## src/rtl/pwmv_pkg.sv

```systemverilog
// Package for the PWM tone setup block with volume control.
// Shared constants, prescale codes, controller state and command/status types.
// No dependencies.
package pwmv_pkg;

  // Field widths
  localparam int unsigned ClockW  = 28;
  localparam int unsigned FreqW   = 16;
  localparam int unsigned KnobW   = 12;
  localparam int unsigned TopW    = 16;
  localparam int unsigned PreW    = 2;

  // Serial divider: 32-bit dividend, 16-bit divisor, one quotient bit per step
  localparam int unsigned DivDvdW  = 32;
  localparam int unsigned DivSteps = DivDvdW;
  localparam int unsigned DivCntW  = $clog2(DivSteps);

  // Reset value of the clock frequency register
  localparam logic [ClockW-1:0] ClockHzRst = ClockW'(150000000);

  // Largest wrap value
  localparam logic [TopW-1:0] TopMax = '1;

  // Volume average: new = (old * 9 * 4095 + sample * 65536) / (10 * 4095)
  localparam logic [15:0] VolMul = 16'd36855;
  // Divide by 40950 for any 32-bit n: floor(n/40950) = (floor(n/2) * VolRecip) >> 46
  localparam logic [31:0] VolRecip = 32'd3436812903;

  // Prescale codes
  localparam logic [PreW-1:0] PreDiv1   = 2'd0;
  localparam logic [PreW-1:0] PreDiv16  = 2'd1;
  localparam logic [PreW-1:0] PreDiv128 = 2'd2;

  // Request kinds
  localparam logic ReqTone   = 1'b0;
  localparam logic ReqVolume = 1'b1;

  // Controller states
  typedef enum logic [1:0] {
    CtlIdle,
    CtlDivide,
    CtlFinish
  } ctl_state_e;

  // Controller to datapath
  typedef struct packed {
    logic load;    // capture request, start divider
    logic step;    // one divider step
    logic finish;  // commit state, load result register
  } ctl_cmd_t;

  // Datapath to controller
  typedef struct packed {
    logic needs_div;  // request on the input needs a division
    logic div_last;   // divider is on its final step
    logic out_free;   // result register can take a new result
  } ctl_sts_t;

endpackage

```

## src/rtl/pwmv_req_if.sv

```systemverilog
// Request channel interface: valid/ready plus request payload.
// Depends on nothing.
interface pwmv_req_if;
  logic        valid;
  logic        ready;
  logic        req_type;
  logic [15:0] tone_freq;
  logic [11:0] knob_sample;

  modport source (output valid, req_type, tone_freq, knob_sample, input ready);
  modport sink   (input valid, req_type, tone_freq, knob_sample, output ready);
endinterface

```

## src/rtl/pwmv_res_if.sv

```systemverilog
// Result channel interface: valid/ready plus PWM setup payload.
// Depends on nothing.
interface pwmv_res_if;
  logic        valid;
  logic        ready;
  logic        tone_enabled;
  logic [1:0]  prescale_select;
  logic [15:0] wrap_top;
  logic [15:0] duty_level;
  logic        level_written;

  modport source (output valid, tone_enabled, prescale_select, wrap_top, duty_level,
                  level_written, input ready);
  modport sink   (input valid, tone_enabled, prescale_select, wrap_top, duty_level,
                  level_written, output ready);
endinterface

```

## src/rtl/pwmv_dp.sv

```systemverilog
// Datapath: clock register, tone/volume state, serial divider, result register.
// Depends on pwmv_pkg; driven by pwmv_ctrl through ctl_cmd_t.
module pwmv_dp (
  input  logic                          clk_i,
  input  logic                          rst_ni,
  input  logic                          cfg_we_i,
  input  logic [pwmv_pkg::ClockW-1:0]   cfg_wdata_i,
  input  logic                          req_type_i,
  input  logic [pwmv_pkg::FreqW-1:0]    tone_freq_i,
  input  logic [pwmv_pkg::KnobW-1:0]    knob_sample_i,
  input  pwmv_pkg::ctl_cmd_t            cmd_i,
  output pwmv_pkg::ctl_sts_t            sts_o,
  input  logic                          res_ready_i,
  output logic                          res_valid_o,
  output logic                          tone_enabled_o,
  output logic [pwmv_pkg::PreW-1:0]     prescale_select_o,
  output logic [pwmv_pkg::TopW-1:0]     wrap_top_o,
  output logic [pwmv_pkg::TopW-1:0]     duty_level_o,
  output logic                          level_written_o
);
  import pwmv_pkg::*;

  localparam logic [DivCntW-1:0] DivLast = DivCntW'(DivSteps - 1);

  // Configuration and persistent state
  logic [ClockW-1:0] clock_hz_q;
  logic [TopW-1:0]   period_q, period_d;
  logic [15:0]       smooth_q, smooth_d;
  logic [PreW-1:0]   prescale_q, prescale_d;

  // Captured request
  logic kind_q;
  logic work_q;

  // Divider
  logic [DivDvdW-1:0] dvd_q, dvd_d;
  logic [15:0]        rem_q, rem_d;
  logic [15:0]        dsr_q, dsr_d;
  logic [DivCntW-1:0] cnt_q, cnt_d;

  // Result register
  logic            out_valid_q, out_valid_d;
  logic            out_en_q, out_en_d;
  logic [PreW-1:0] out_pre_q, out_pre_d;
  logic [TopW-1:0] out_top_q, out_top_d;
  logic [TopW-1:0] out_lvl_q, out_lvl_d;
  logic            out_wr_q, out_wr_d;

  // Combinational helpers
  logic              needs_div;
  logic [31:0]       vol_num;
  logic [62:0]       recip_prod;
  logic [16:0]       trial;
  logic [16:0]       diff;
  logic              ge;
  logic [ClockW-1:0] count;
  logic [ClockW-1:0] count_m1;
  logic [23:0]       top16;
  logic [20:0]       top128;
  logic [PreW-1:0]   tone_pre;
  logic [TopW-1:0]   tone_top;
  logic [15:0]       avg;
  logic [30:0]       vol_prod;

  // Status to controller; the volume divide finishes in one step
  assign needs_div = (req_type_i == ReqVolume) ? (period_q != '0) : (tone_freq_i != '0);
  assign sts_o.needs_div = needs_div;
  assign sts_o.div_last  = (kind_q == ReqVolume) || (cnt_q == DivLast);
  assign sts_o.out_free  = !out_valid_q || res_ready_i;

  // Volume numerator: old * 9 * 4095 + sample * 65536, fits in 32 bits
  assign vol_num = {16'b0, smooth_q} * {16'b0, VolMul}
                 + {4'b0, knob_sample_i, 16'b0};

  // Volume numerator / 40950 by reciprocal multiply; quotient in bits 62:46
  assign recip_prod = dvd_q[DivDvdW-1:1] * VolRecip;

  // Restoring divider step
  assign trial = {rem_q, dvd_q[DivDvdW-1]};
  assign diff  = trial - {1'b0, dsr_q};
  assign ge    = (trial >= {1'b0, dsr_q});

  // Tone period and prescale from count = clock_hz / freq
  assign count    = dvd_q[ClockW-1:0];
  assign count_m1 = count - ClockW'(1);
  assign top16    = count[ClockW-1:4] - 24'd1;
  assign top128   = count[ClockW-1:7] - 21'd1;

  always_comb begin
    if (count < ClockW'(TopMax)) begin
      tone_pre = PreDiv1;
      tone_top = (count == '0) ? '0 : count_m1[TopW-1:0];
    end else if (top16[23:16] != '0) begin
      tone_pre = PreDiv128;
      tone_top = (top128[20:16] != '0) ? TopMax : top128[15:0];
    end else begin
      tone_pre = PreDiv16;
      tone_top = top16[15:0];
    end
  end

  // Volume average saturation and level scaling
  assign avg      = (dvd_q[31:16] != '0) ? 16'hFFFF : dvd_q[15:0];
  assign vol_prod = period_q[TopW-1:1] * avg;

  // Divider next state
  always_comb begin
    dvd_d = dvd_q;
    rem_d = rem_q;
    dsr_d = dsr_q;
    cnt_d = cnt_q;
    if (cmd_i.load) begin
      rem_d = '0;
      cnt_d = '0;
      if (req_type_i == ReqVolume) begin
        dvd_d = vol_num;
      end else begin
        dvd_d = {{(DivDvdW-ClockW){1'b0}}, clock_hz_q};
        dsr_d = tone_freq_i;
      end
    end else if (cmd_i.step) begin
      cnt_d = cnt_q + DivCntW'(1);
      if (kind_q == ReqVolume) begin
        dvd_d = {15'b0, recip_prod[62:46]};
      end else begin
        rem_d = ge ? diff[15:0] : trial[15:0];
        dvd_d = {dvd_q[DivDvdW-2:0], ge};
      end
    end
  end

  // Commit state and build the result
  always_comb begin
    period_d    = period_q;
    smooth_d    = smooth_q;
    prescale_d  = prescale_q;
    out_en_d    = out_en_q;
    out_pre_d   = out_pre_q;
    out_top_d   = out_top_q;
    out_lvl_d   = out_lvl_q;
    out_wr_d    = out_wr_q;
    out_valid_d = out_valid_q && !res_ready_i;
    if (cmd_i.finish) begin
      out_valid_d = 1'b1;
      out_en_d    = 1'b0;
      out_pre_d   = prescale_q;
      out_top_d   = '0;
      out_lvl_d   = '0;
      out_wr_d    = 1'b0;
      if (kind_q == ReqTone) begin
        if (work_q) begin
          prescale_d = tone_pre;
          period_d   = tone_top;
          out_pre_d  = tone_pre;
          out_en_d   = 1'b1;
          out_top_d  = tone_top;
          out_lvl_d  = {1'b0, tone_top[TopW-1:1]};
          out_wr_d   = 1'b1;
        end else begin
          // tone stop
          period_d = '0;
        end
      end else if (work_q) begin
        smooth_d  = avg;
        out_en_d  = 1'b1;
        out_top_d = period_q;
        out_lvl_d = {1'b0, vol_prod[30:16]};
        out_wr_d  = 1'b1;
      end
    end
  end

  // Control and persistent state
  always_ff @(posedge clk_i or negedge rst_ni) begin
    if (!rst_ni) begin
      clock_hz_q  <= ClockHzRst;
      period_q    <= '0;
      smooth_q    <= '0;
      prescale_q  <= PreDiv1;
      out_valid_q <= 1'b0;
      cnt_q       <= '0;
    end else begin
      if (cfg_we_i) begin
        clock_hz_q <= cfg_wdata_i;
      end
      period_q    <= period_d;
      smooth_q    <= smooth_d;
      prescale_q  <= prescale_d;
      out_valid_q <= out_valid_d;
      cnt_q       <= cnt_d;
    end
  end

  // Payload registers
  always_ff @(posedge clk_i) begin
    if (cmd_i.load) begin
      kind_q <= req_type_i;
      work_q <= needs_div;
    end
    dvd_q     <= dvd_d;
    rem_q     <= rem_d;
    dsr_q     <= dsr_d;
    out_en_q  <= out_en_d;
    out_pre_q <= out_pre_d;
    out_top_q <= out_top_d;
    out_lvl_q <= out_lvl_d;
    out_wr_q  <= out_wr_d;
  end

  assign res_valid_o       = out_valid_q;
  assign tone_enabled_o    = out_en_q;
  assign prescale_select_o = out_pre_q;
  assign wrap_top_o        = out_top_q;
  assign duty_level_o      = out_lvl_q;
  assign level_written_o   = out_wr_q;

endmodule

```

## src/rtl/pwmv_ctrl.sv

```systemverilog
// Controller state machine: accept, run the serial divider, commit the result.
// Depends on pwmv_pkg; drives pwmv_dp through ctl_cmd_t.
module pwmv_ctrl (
  input  logic                clk_i,
  input  logic                rst_ni,
  input  logic                req_valid_i,
  output logic                req_ready_o,
  input  pwmv_pkg::ctl_sts_t  sts_i,
  output pwmv_pkg::ctl_cmd_t  cmd_o
);
  import pwmv_pkg::*;

  ctl_state_e state_q, state_d;

  // State register
  always_ff @(posedge clk_i or negedge rst_ni) begin
    if (!rst_ni) begin
      state_q <= CtlIdle;
    end else begin
      state_q <= state_d;
    end
  end

  // Next state and commands
  always_comb begin
    state_d     = state_q;
    req_ready_o = 1'b0;
    cmd_o       = '0;
    unique case (state_q)
      CtlIdle: begin
        req_ready_o = 1'b1;
        if (req_valid_i) begin
          cmd_o.load = 1'b1;
          state_d    = sts_i.needs_div ? CtlDivide : CtlFinish;
        end
      end
      CtlDivide: begin
        cmd_o.step = 1'b1;
        if (sts_i.div_last) begin
          state_d = CtlFinish;
        end
      end
      CtlFinish: begin
        if (sts_i.out_free) begin
          cmd_o.finish = 1'b1;
          state_d      = CtlIdle;
        end
      end
      default: begin
        state_d = CtlIdle;
      end
    endcase
  end

endmodule

```

## src/rtl/pwm_tone_setup_with_volume_core.sv

```systemverilog
// Top level of the PWM tone setup block with volume control.
// Depends on pwmv_pkg, pwmv_req_if, pwmv_res_if, pwmv_ctrl and pwmv_dp.
//
//   channel  | dir | handshake          | payload
//   ---------+-----+--------------------+---------------------------------------------
//   req_i    | in  | valid/ready        | req_type, tone_freq, knob_sample
//   res_o    | out | valid/ready        | tone_enabled, prescale_select, wrap_top,
//            |     |                    |   duty_level, level_written
//   cfg      | in  | cfg_we_i, no ready | clock_hz (28 bits)
//
// A tone start is captured, runs 32 steps of the bit-serial divider, then commits. A
// volume sample with a tone running is captured, takes one reciprocal multiply step
// for the divide by 40950, then commits.
// A tone stop or a volume sample with no tone skips the divider: capture, then commit.
// One request is in flight at a time; a waiting result does not block the next
// transfer, but the commit of the following result waits for res_o to drain.
// Reset (asynchronous, active low) sets clock_hz to 150 MHz and clears all tone state.
module pwm_tone_setup_with_volume_core (
  input  logic                         clk_i,
  input  logic                         rst_ni,
  input  logic                         cfg_we_i,
  input  logic [pwmv_pkg::ClockW-1:0]  cfg_wdata_i,
  pwmv_req_if.sink                     req_i,
  pwmv_res_if.source                   res_o
);
  import pwmv_pkg::*;

  ctl_cmd_t cmd;
  ctl_sts_t sts;

  // Sequencer
  pwmv_ctrl u_ctrl (
    .clk_i       (clk_i),
    .rst_ni      (rst_ni),
    .req_valid_i (req_i.valid),
    .req_ready_o (req_i.ready),
    .sts_i       (sts),
    .cmd_o       (cmd)
  );

  // Divider, state and result register
  pwmv_dp u_dp (
    .clk_i             (clk_i),
    .rst_ni            (rst_ni),
    .cfg_we_i          (cfg_we_i),
    .cfg_wdata_i       (cfg_wdata_i),
    .req_type_i        (req_i.req_type),
    .tone_freq_i       (req_i.tone_freq),
    .knob_sample_i     (req_i.knob_sample),
    .cmd_i             (cmd),
    .sts_o             (sts),
    .res_ready_i       (res_o.ready),
    .res_valid_o       (res_o.valid),
    .tone_enabled_o    (res_o.tone_enabled),
    .prescale_select_o (res_o.prescale_select),
    .wrap_top_o        (res_o.wrap_top),
    .duty_level_o      (res_o.duty_level),
    .level_written_o   (res_o.level_written)
  );

endmodule

```

## src/flat_wrapper.sv

```systemverilog
// flat-port wrapper written by rule: the top's interface ports become plain ports
module pwm_tone_setup_with_volume_core_flat import pwmv_pkg::*;
  (clk_i, rst_ni, cfg_we_i, cfg_wdata_i, req_i_valid, req_i_req_type, req_i_tone_freq, req_i_knob_sample, req_i_ready, res_o_valid, res_o_tone_enabled, res_o_prescale_select, res_o_wrap_top, res_o_duty_level, res_o_level_written, res_o_ready);
  pwmv_req_if req_i_i ();
  pwmv_res_if res_o_i ();
  input  logic clk_i;
  input  logic rst_ni;
  input  logic cfg_we_i;
  input  logic [pwmv_pkg::ClockW-1:0] cfg_wdata_i;
  input wire logic [$bits(req_i_i.valid)-1:0] req_i_valid;
  input wire logic [$bits(req_i_i.req_type)-1:0] req_i_req_type;
  input wire logic [$bits(req_i_i.tone_freq)-1:0] req_i_tone_freq;
  input wire logic [$bits(req_i_i.knob_sample)-1:0] req_i_knob_sample;
  output wire logic [$bits(req_i_i.ready)-1:0] req_i_ready;
  output wire logic [$bits(res_o_i.valid)-1:0] res_o_valid;
  output wire logic [$bits(res_o_i.tone_enabled)-1:0] res_o_tone_enabled;
  output wire logic [$bits(res_o_i.prescale_select)-1:0] res_o_prescale_select;
  output wire logic [$bits(res_o_i.wrap_top)-1:0] res_o_wrap_top;
  output wire logic [$bits(res_o_i.duty_level)-1:0] res_o_duty_level;
  output wire logic [$bits(res_o_i.level_written)-1:0] res_o_level_written;
  input wire logic [$bits(res_o_i.ready)-1:0] res_o_ready;
  assign req_i_i.valid = req_i_valid;
  assign req_i_i.req_type = req_i_req_type;
  assign req_i_i.tone_freq = req_i_tone_freq;
  assign req_i_i.knob_sample = req_i_knob_sample;
  assign req_i_ready = req_i_i.ready;
  assign res_o_valid = res_o_i.valid;
  assign res_o_tone_enabled = res_o_i.tone_enabled;
  assign res_o_prescale_select = res_o_i.prescale_select;
  assign res_o_wrap_top = res_o_i.wrap_top;
  assign res_o_duty_level = res_o_i.duty_level;
  assign res_o_level_written = res_o_i.level_written;
  assign res_o_i.ready = res_o_ready;
  pwm_tone_setup_with_volume_core u_core (.clk_i(clk_i), .rst_ni(rst_ni), .cfg_we_i(cfg_we_i), .cfg_wdata_i(cfg_wdata_i), .req_i(req_i_i), .res_o(res_o_i));
endmodule
```

## config.mk

```make
export PLATFORM = sky130hd
export DESIGN_NAME = pwm_tone_setup_with_volume_core_flat
export DESIGN_NICKNAME = d
export VERILOG_FILES = /design/src/rtl/pwmv_pkg.sv /design/src/rtl/pwmv_req_if.sv /design/src/rtl/pwmv_res_if.sv /design/src/rtl/pwmv_dp.sv /design/src/rtl/pwmv_ctrl.sv /design/src/rtl/pwm_tone_setup_with_volume_core.sv /design/src/flat_wrapper.sv
export SDC_FILE = /design/constraint.sdc
export NUM_CORES = 2
export LEC_CHECK = 0
export ABC_AREA = 1
export BUFFER_PORTS_ARGS = -buffer_cell sky130_fd_sc_hd__buf_2
export CORE_MARGIN = 1
export CORE_UTILIZATION = 58
export DETAILED_ROUTE_END_ITERATION = 6
export GPL_TIMING_DRIVEN = 0
export PLACE_DENSITY = 0.75
export SKIP_CTS_REPAIR_TIMING = 1
export SYNTH_ARGS = -nofsm -noshare
export SYNTH_HDL_FRONTEND = slang
export SYNTH_SLANG_ARGS = --single-unit
```

## constraint.sdc

```tcl
create_clock -name clk_i -period 15.6 [get_ports clk_i]
set_input_delay 2.34 -clock clk_i [delete_from_list [all_inputs] [get_ports clk_i]]
set_output_delay 2.34 -clock clk_i [all_outputs]
set_load 0.01 [all_outputs]
```

Yosys cells after proc, flatten, opt, wreduce, memory -nomap -nowiden
Index checks and enable logic that the tools add are counted.
Operators by class
  add/subtract/negate cells: 6
  multipliers: 3
  magnitude comparators: 2
  equality and inequality tests: 6
  muxes and demuxes: 36
  bitwise logic cells: 2
  reductions and logical operators: 18
Operator list (number)
  two-way mux 16 bit: 10
  two-way mux 32 bit: 4
  multiplier 31 x 32 -> 63 bit (second input constant): 1
  nonzero test 16 bit: 3
  adder 32 x 28 -> 32 bit: 1
  multiplier 16 x 16 -> 32 bit (second input constant): 1
  multiplier 15 x 16 -> 31 bit: 1
  two-way mux 15 bit: 2
  zero test 28 bit: 1
  less-than comparator 28 x 16 -> 1 bit (second input constant): 1
  subtractor 24 x 1 -> 24 bit (second input constant): 1
  subtractor 21 x 1 -> 21 bit (second input constant): 1
  >= comparator 17 x 16 -> 1 bit: 1
  two-way mux 2 bit: 8
  subtractor 16 x 1 -> 16 bit (second input constant): 1
  subtractor 16 bit: 1
  two-way mux 5 bit: 2
  two-way mux 1 bit: 9
  nonzero test 8 bit: 1
  case mux 2 bit (3 select lines): 1
  AND reduction 2 bit: 3
  AND reduction 3 bit: 2
  adder 5 x 1 -> 5 bit (second input constant): 1
  == test 5 bit (second input constant): 1
  other kinds (11): 15
Storage, ports and cells
  register bits after elaboration: 171
  input bits: 62
  output and inout bits: 38

Logic depth before layout (Yosys ltp)
  depth in word-level cells: 7
  gate-level depth with buffers: 35

Modules after synthesis
From an unflattened synthesis, not the netlist that was laid out.
Unflattened totals
  cells, all modules: 5038
  area total of the unflattened synthesis: 41458.5 um^2
By module, submodules not included
  pwmv_dp: instances 1, cells each 5016, area an instance 41323.4 um^2, seq. area each 4556.9 um^2
  pwmv_ctrl: instances 1, cells each 22, area an instance 135.1 um^2, seq. area each 50.0 um^2

Worst setup path before layout
Ideal clock, no wire load.
  path kind: reg2reg
  from: register u_core.u_dp.dvd_q[20]
  to: register u_core.u_dp.out_lvl_q[10], in the netlist u_core.u_dp.duty_level_o[10], data pin
  setup time: 0.254 ns
  arrival: 6.625 ns
  data required time: 15.346 ns
  slack: 8.721 ns
  stages on the path, launching flop included: 31
  path buffers: 2
  cell sequence: edfxtp_1 inv_1 ha_1 nand2_1 clkinv_1 nand3_2 nor3_2 buf_2 nand2_1 clkbuf_1 nand2_1 inv_1 fa_1 inv_1 fa_1 inv_1 fa_1 fa_1 fa_1 inv_1 fa_1 inv_1 ha_1 a21oi_1 o21ai_0 a21oi_1 nor3_1 a211oi_1 nand3b_1 nand3_1 nand2_1
Between the ends
  word-level cells in the longest chain between the ends: 7
  elaborated cells on any way between the ends: 16
  those cells by class: add/sub (2); mul (1); order compare (1); mux (8); reduce/logical (4)
RTL lines
  from (decl): line pwmv_dp.sv:36  | logic [DivDvdW-1:0] dvd_q, dvd_d;
  from (signal assigned): line pwmv_dp.sv:200  | dvd_q <= dvd_d;
  parallel branches: the longest is 6 deep, another holds multiplier 15 x 16 -> 31 bit
  two-way mux 16 bit (*): line pwmv_dp.sv:150  | if (kind_q == ReqTone) begin
  to (signal assigned): line pwmv_dp.sv:206  | out_lvl_q <= out_lvl_d;
  to (decl): line pwmv_dp.sv:46  | logic [TopW-1:0] out_lvl_q, out_lvl_d;
Mark *: on every way between the ends.
A chain may end at the register's enable or synchronous reset.

Final worst setup path
  from: register u_core.u_dp.dvd_q[7]
  to: register u_core.u_dp.dvd_q[15], data pin
Between the ends
  word-level cells in the longest chain between the ends: 4
RTL lines
  multiplier 31 x 32 -> 63 bit: line pwmv_dp.sv:76  | assign recip_prod = dvd_q[DivDvdW-1:1] * VolRecip;
  two-way mux 32 bit: line pwmv_dp.sv:123  | if (kind_q == ReqVolume) begin
  two-way mux 32 bit: line pwmv_dp.sv:121  | end else if (cmd_i.step) begin
  two-way mux 32 bit: line pwmv_dp.sv:112  | if (cmd_i.load) begin
  net u_core.u_dp.dvd_d[15]: line pwmv_dp.sv:36
The timed path passes the listed nets, and every way through them passes these cells. The select of a mux whose other input is x is not followed.

==> results.json <==
{
  "run_status": "completed",
  "critPathLaunchType": "flop",
  "layout-drive-gt1-share_pct": 4.73,
  "clock_skew_ps": 14.0,
  "num_antenna_cells": 0,
  "max_freq_mhz": 104,
  "syn_area_sq_um": 41500,
  "wire_per_inst_microns": 21.5,
  "nNetsFinal": 6464,
  "core_sq_um": 70400,
  "synth_edf_count": 84,
  "portBuffers": 97,
  "cts_buffers": 17,
  "grt_pass1_vias": 33636,
  "post-dp-hpwl_mm": 113,
  "syn_area_per_cell_sq_um": 8.32,
  "synthFlopType": "edfxtp_1",
  "layout_commonest_cell": "inv_1",
  "place_congestion": 1.01,
  "worst-path-max-fanout": 9,
  "synth-seq-cells": 170,
  "finalSetupViolations": 0,
  "period_share_pct": 61.4,
  "rsz0062_at_grt": "false",
  "cap_violations": 0,
  "finish.utilization_pct": 62.2,
  "syn_nets": 6346,
  "clkSinkCount": 170,
  "criticalPathCategory": "flop to flop",
  "grt.overflow.total": 0,
  "syn2layout_area_growth_pct": 5.55,
  "worst_ep_arrival_time_ps": 9770,
  "syn-instance-count": 4986,
  "hold_path_class": "flop to flop",
  "setup_slack_ps": 6030,
  "boundaryPins": 100,
  "ys_types": 57,
  "cts_tree": "built",
  "final_cell_mix": "1338 x inv_1, 896 x nand2_1, 693 x fa_1, 605 x ha_1, 238 x nor2_1",
  "vias_per_cell": 5.61,
  "drtAntennaViolNets": 0,
  "grt_max_degree": 44,
  "finalSetupTns_ps": 0,
  "die_y_microns": 269,
  "dieArea_sq_um": 72600,
  "antenna_found_initial": 2,
  "clkLatencyLatePin_ps": 470,
  "ys_seq_area_share_pct": 11.1,
  "clkTransAtPathRegs_ps": 70,
  "drt_pass1_iterations": 6,
  "fp.dieW_microns": 269,
  "cts_max_level": 4,
  "vias": 33985,
  "start_util_pct": 58.9,
  "setup.worst_path.end_class": "flop",
  "drt_iter0_drc": 3246,
  "grt_usage_pct": 36.7,
  "num_rows": 97,
  "grt_pass1_wl_mm": 200,
  "hold_viol_final": 0,
  "clockBufferDepth": 2,
  "synth.yosys.warnings": 0,
  "route.detailed.drc": 0,
  "synthArstFlopShare_pct": 41.2,
  "fillers": 6250,
  "cts_root_buf": "clkbuf_16",
  "critical_path_required_ps": 15800,
  "min_period_ps": 9570,
  "slew_headroom_pct": 16.5,
  "dpl_worst_slack_ps": 6380,
  "worst_pin_slew_ps": 1250,
  "maxSlewViolCount": 0,
  "wl_mm": 130
}
## per-layer routing
layer	track usage (%)	wire length, microns
met1	53.5	56600
met4	10.2	4040
met2	55.0	56400
met5	0	0
met3	8.29	12900
## worst max-delay path, stage by stage, from the launching register on
cell and delay [ps]:
edfxtp_1 830, clkinv_1 700, ha_1 690, inv_1 100, fa_1 700, inv_1 170, fa_1 570, inv_1 60
fa_1 470, inv_1 50, fa_1 470, fa_1 500, fa_1 490, inv_1 50, fa_1 520, inv_1 40
ha_1 290, nand2_1 80, nor2_1 570, inv_1 400, nor2_1 220, a21boi_0 110, nand2_1 330, nand2_1 150
nand3_1 100, nand2_1 50, nor2_1 400, o21bai_1 120
## metrics by stage
step | hold WS, ps | cell area, sq um | instances
after floorplan | 450 | 41500 | 4986
after global routing | 521 | 43800 | 6057
after CTS | 495 | 43800 | 6057
after detailed placement | 480 | 43200 | 6025
after global placement | 464 | 43200 | 6023
final | 499 | 43800 | 6057
## sequential cells by signal, summed over array words and instances, names as in the netlist
register,count
u_core.u_dp.wrap_top_o,16
u_core.u_dp.cnt_q,5
u_core.u_dp.prescale_select_o,2
u_core.u_dp.kind_q,1
u_core.u_ctrl.state_q,2
u_core.u_dp.dsr_q,16
u_core.u_dp.dvd_q,32
u_core.u_dp.work_q,1
u_core.u_dp.clock_hz_q,28
u_core.u_dp.prescale_q,2
u_core.u_dp.period_q,16
u_core.u_dp.duty_level_o,15
u_core.u_dp.res_valid_o,1
u_core.u_dp.level_written_o,1
u_core.u_dp.rem_q,16
u_core.u_dp.smooth_q,16
## synth_stat cells (12+ instances only)
master	n	area share (%)
dfxtp_1	16	0.77
nor2_1	238	2.2
o21ai_0	151	1.8
a21boi_0	12	0.22
dfrtp_1	60	3.6
o22ai_1	12	0.18
a21o_1	21	0.38
clkbuf_1	58	0.52
nor4_1	16	0.24
o21ai_1	13	0.16
edfxtp_1	84	6.1
inv_1	1338	12
nand3b_1	13	0.24
nand2_1	896	8.1
nor3_1	33	0.40
o21bai_1	29	0.52
fa_1	693	33
nand3_1	203	2.4
o21a_1	19	0.34
xor2_1	43	0.91
ha_1	605	18
a21oi_1	203	2.4
nand4_1	27	0.41
buf_1	14	0.13
xnor2_1	19	0.40
mux2_2	22	0.60
## cell type report
type | instances | area, sq um | share of cell area [%]
buffer | 86 | 364 | 0.831
clock inverter | 13 | 153 | 0.349
inverter | 1355 | 5090 | 11.6
tap | 940 | 1180 | 2.69
multi-input combinational | 3375 | 31400 | 71.8
clock buffer | 19 | 443 | 1.01
sequential | 170 | 4610 | 10.5
timing repair buffer | 99 | 531 | 1.21
## logic make-up after synthesis
kind of cell / synth area share (%)
xor+xnor: 1.31
flops: 11.1
compound gates: 7.28
simple gates: 14.9
fa+ha+maj: 51.7
mux: 0.597
buf+inv: 13.1
other cells: 0.00904
## final timing paths
path | slack (ps) | from | end | depth (start not counted)
setup / recovery | 6030 | u_core.u_dp.dvd_q[7] | u_core.u_dp.dvd_q[15] | 27
hold / removal | 500 | u_core.u_dp.rem_q[14] | u_core.u_dp.rem_q[14] | 2
setup reg to reg | 6030 | u_core.u_dp.dvd_q[7] | u_core.u_dp.dvd_q[15] | 27
hold reg to reg | 500 | u_core.u_dp.rem_q[14] | u_core.u_dp.rem_q[14] | 2
max in group asynchronous | 13230 | rst_ni | u_core.u_dp.period_q[7] | 2
min in group asynchronous | 1790 | rst_ni | u_core.u_dp.clock_hz_q[2] | 1
Power is not shown: default switching activity piles up to over one toggle a cycle in this logic, so the estimate is an artifact.
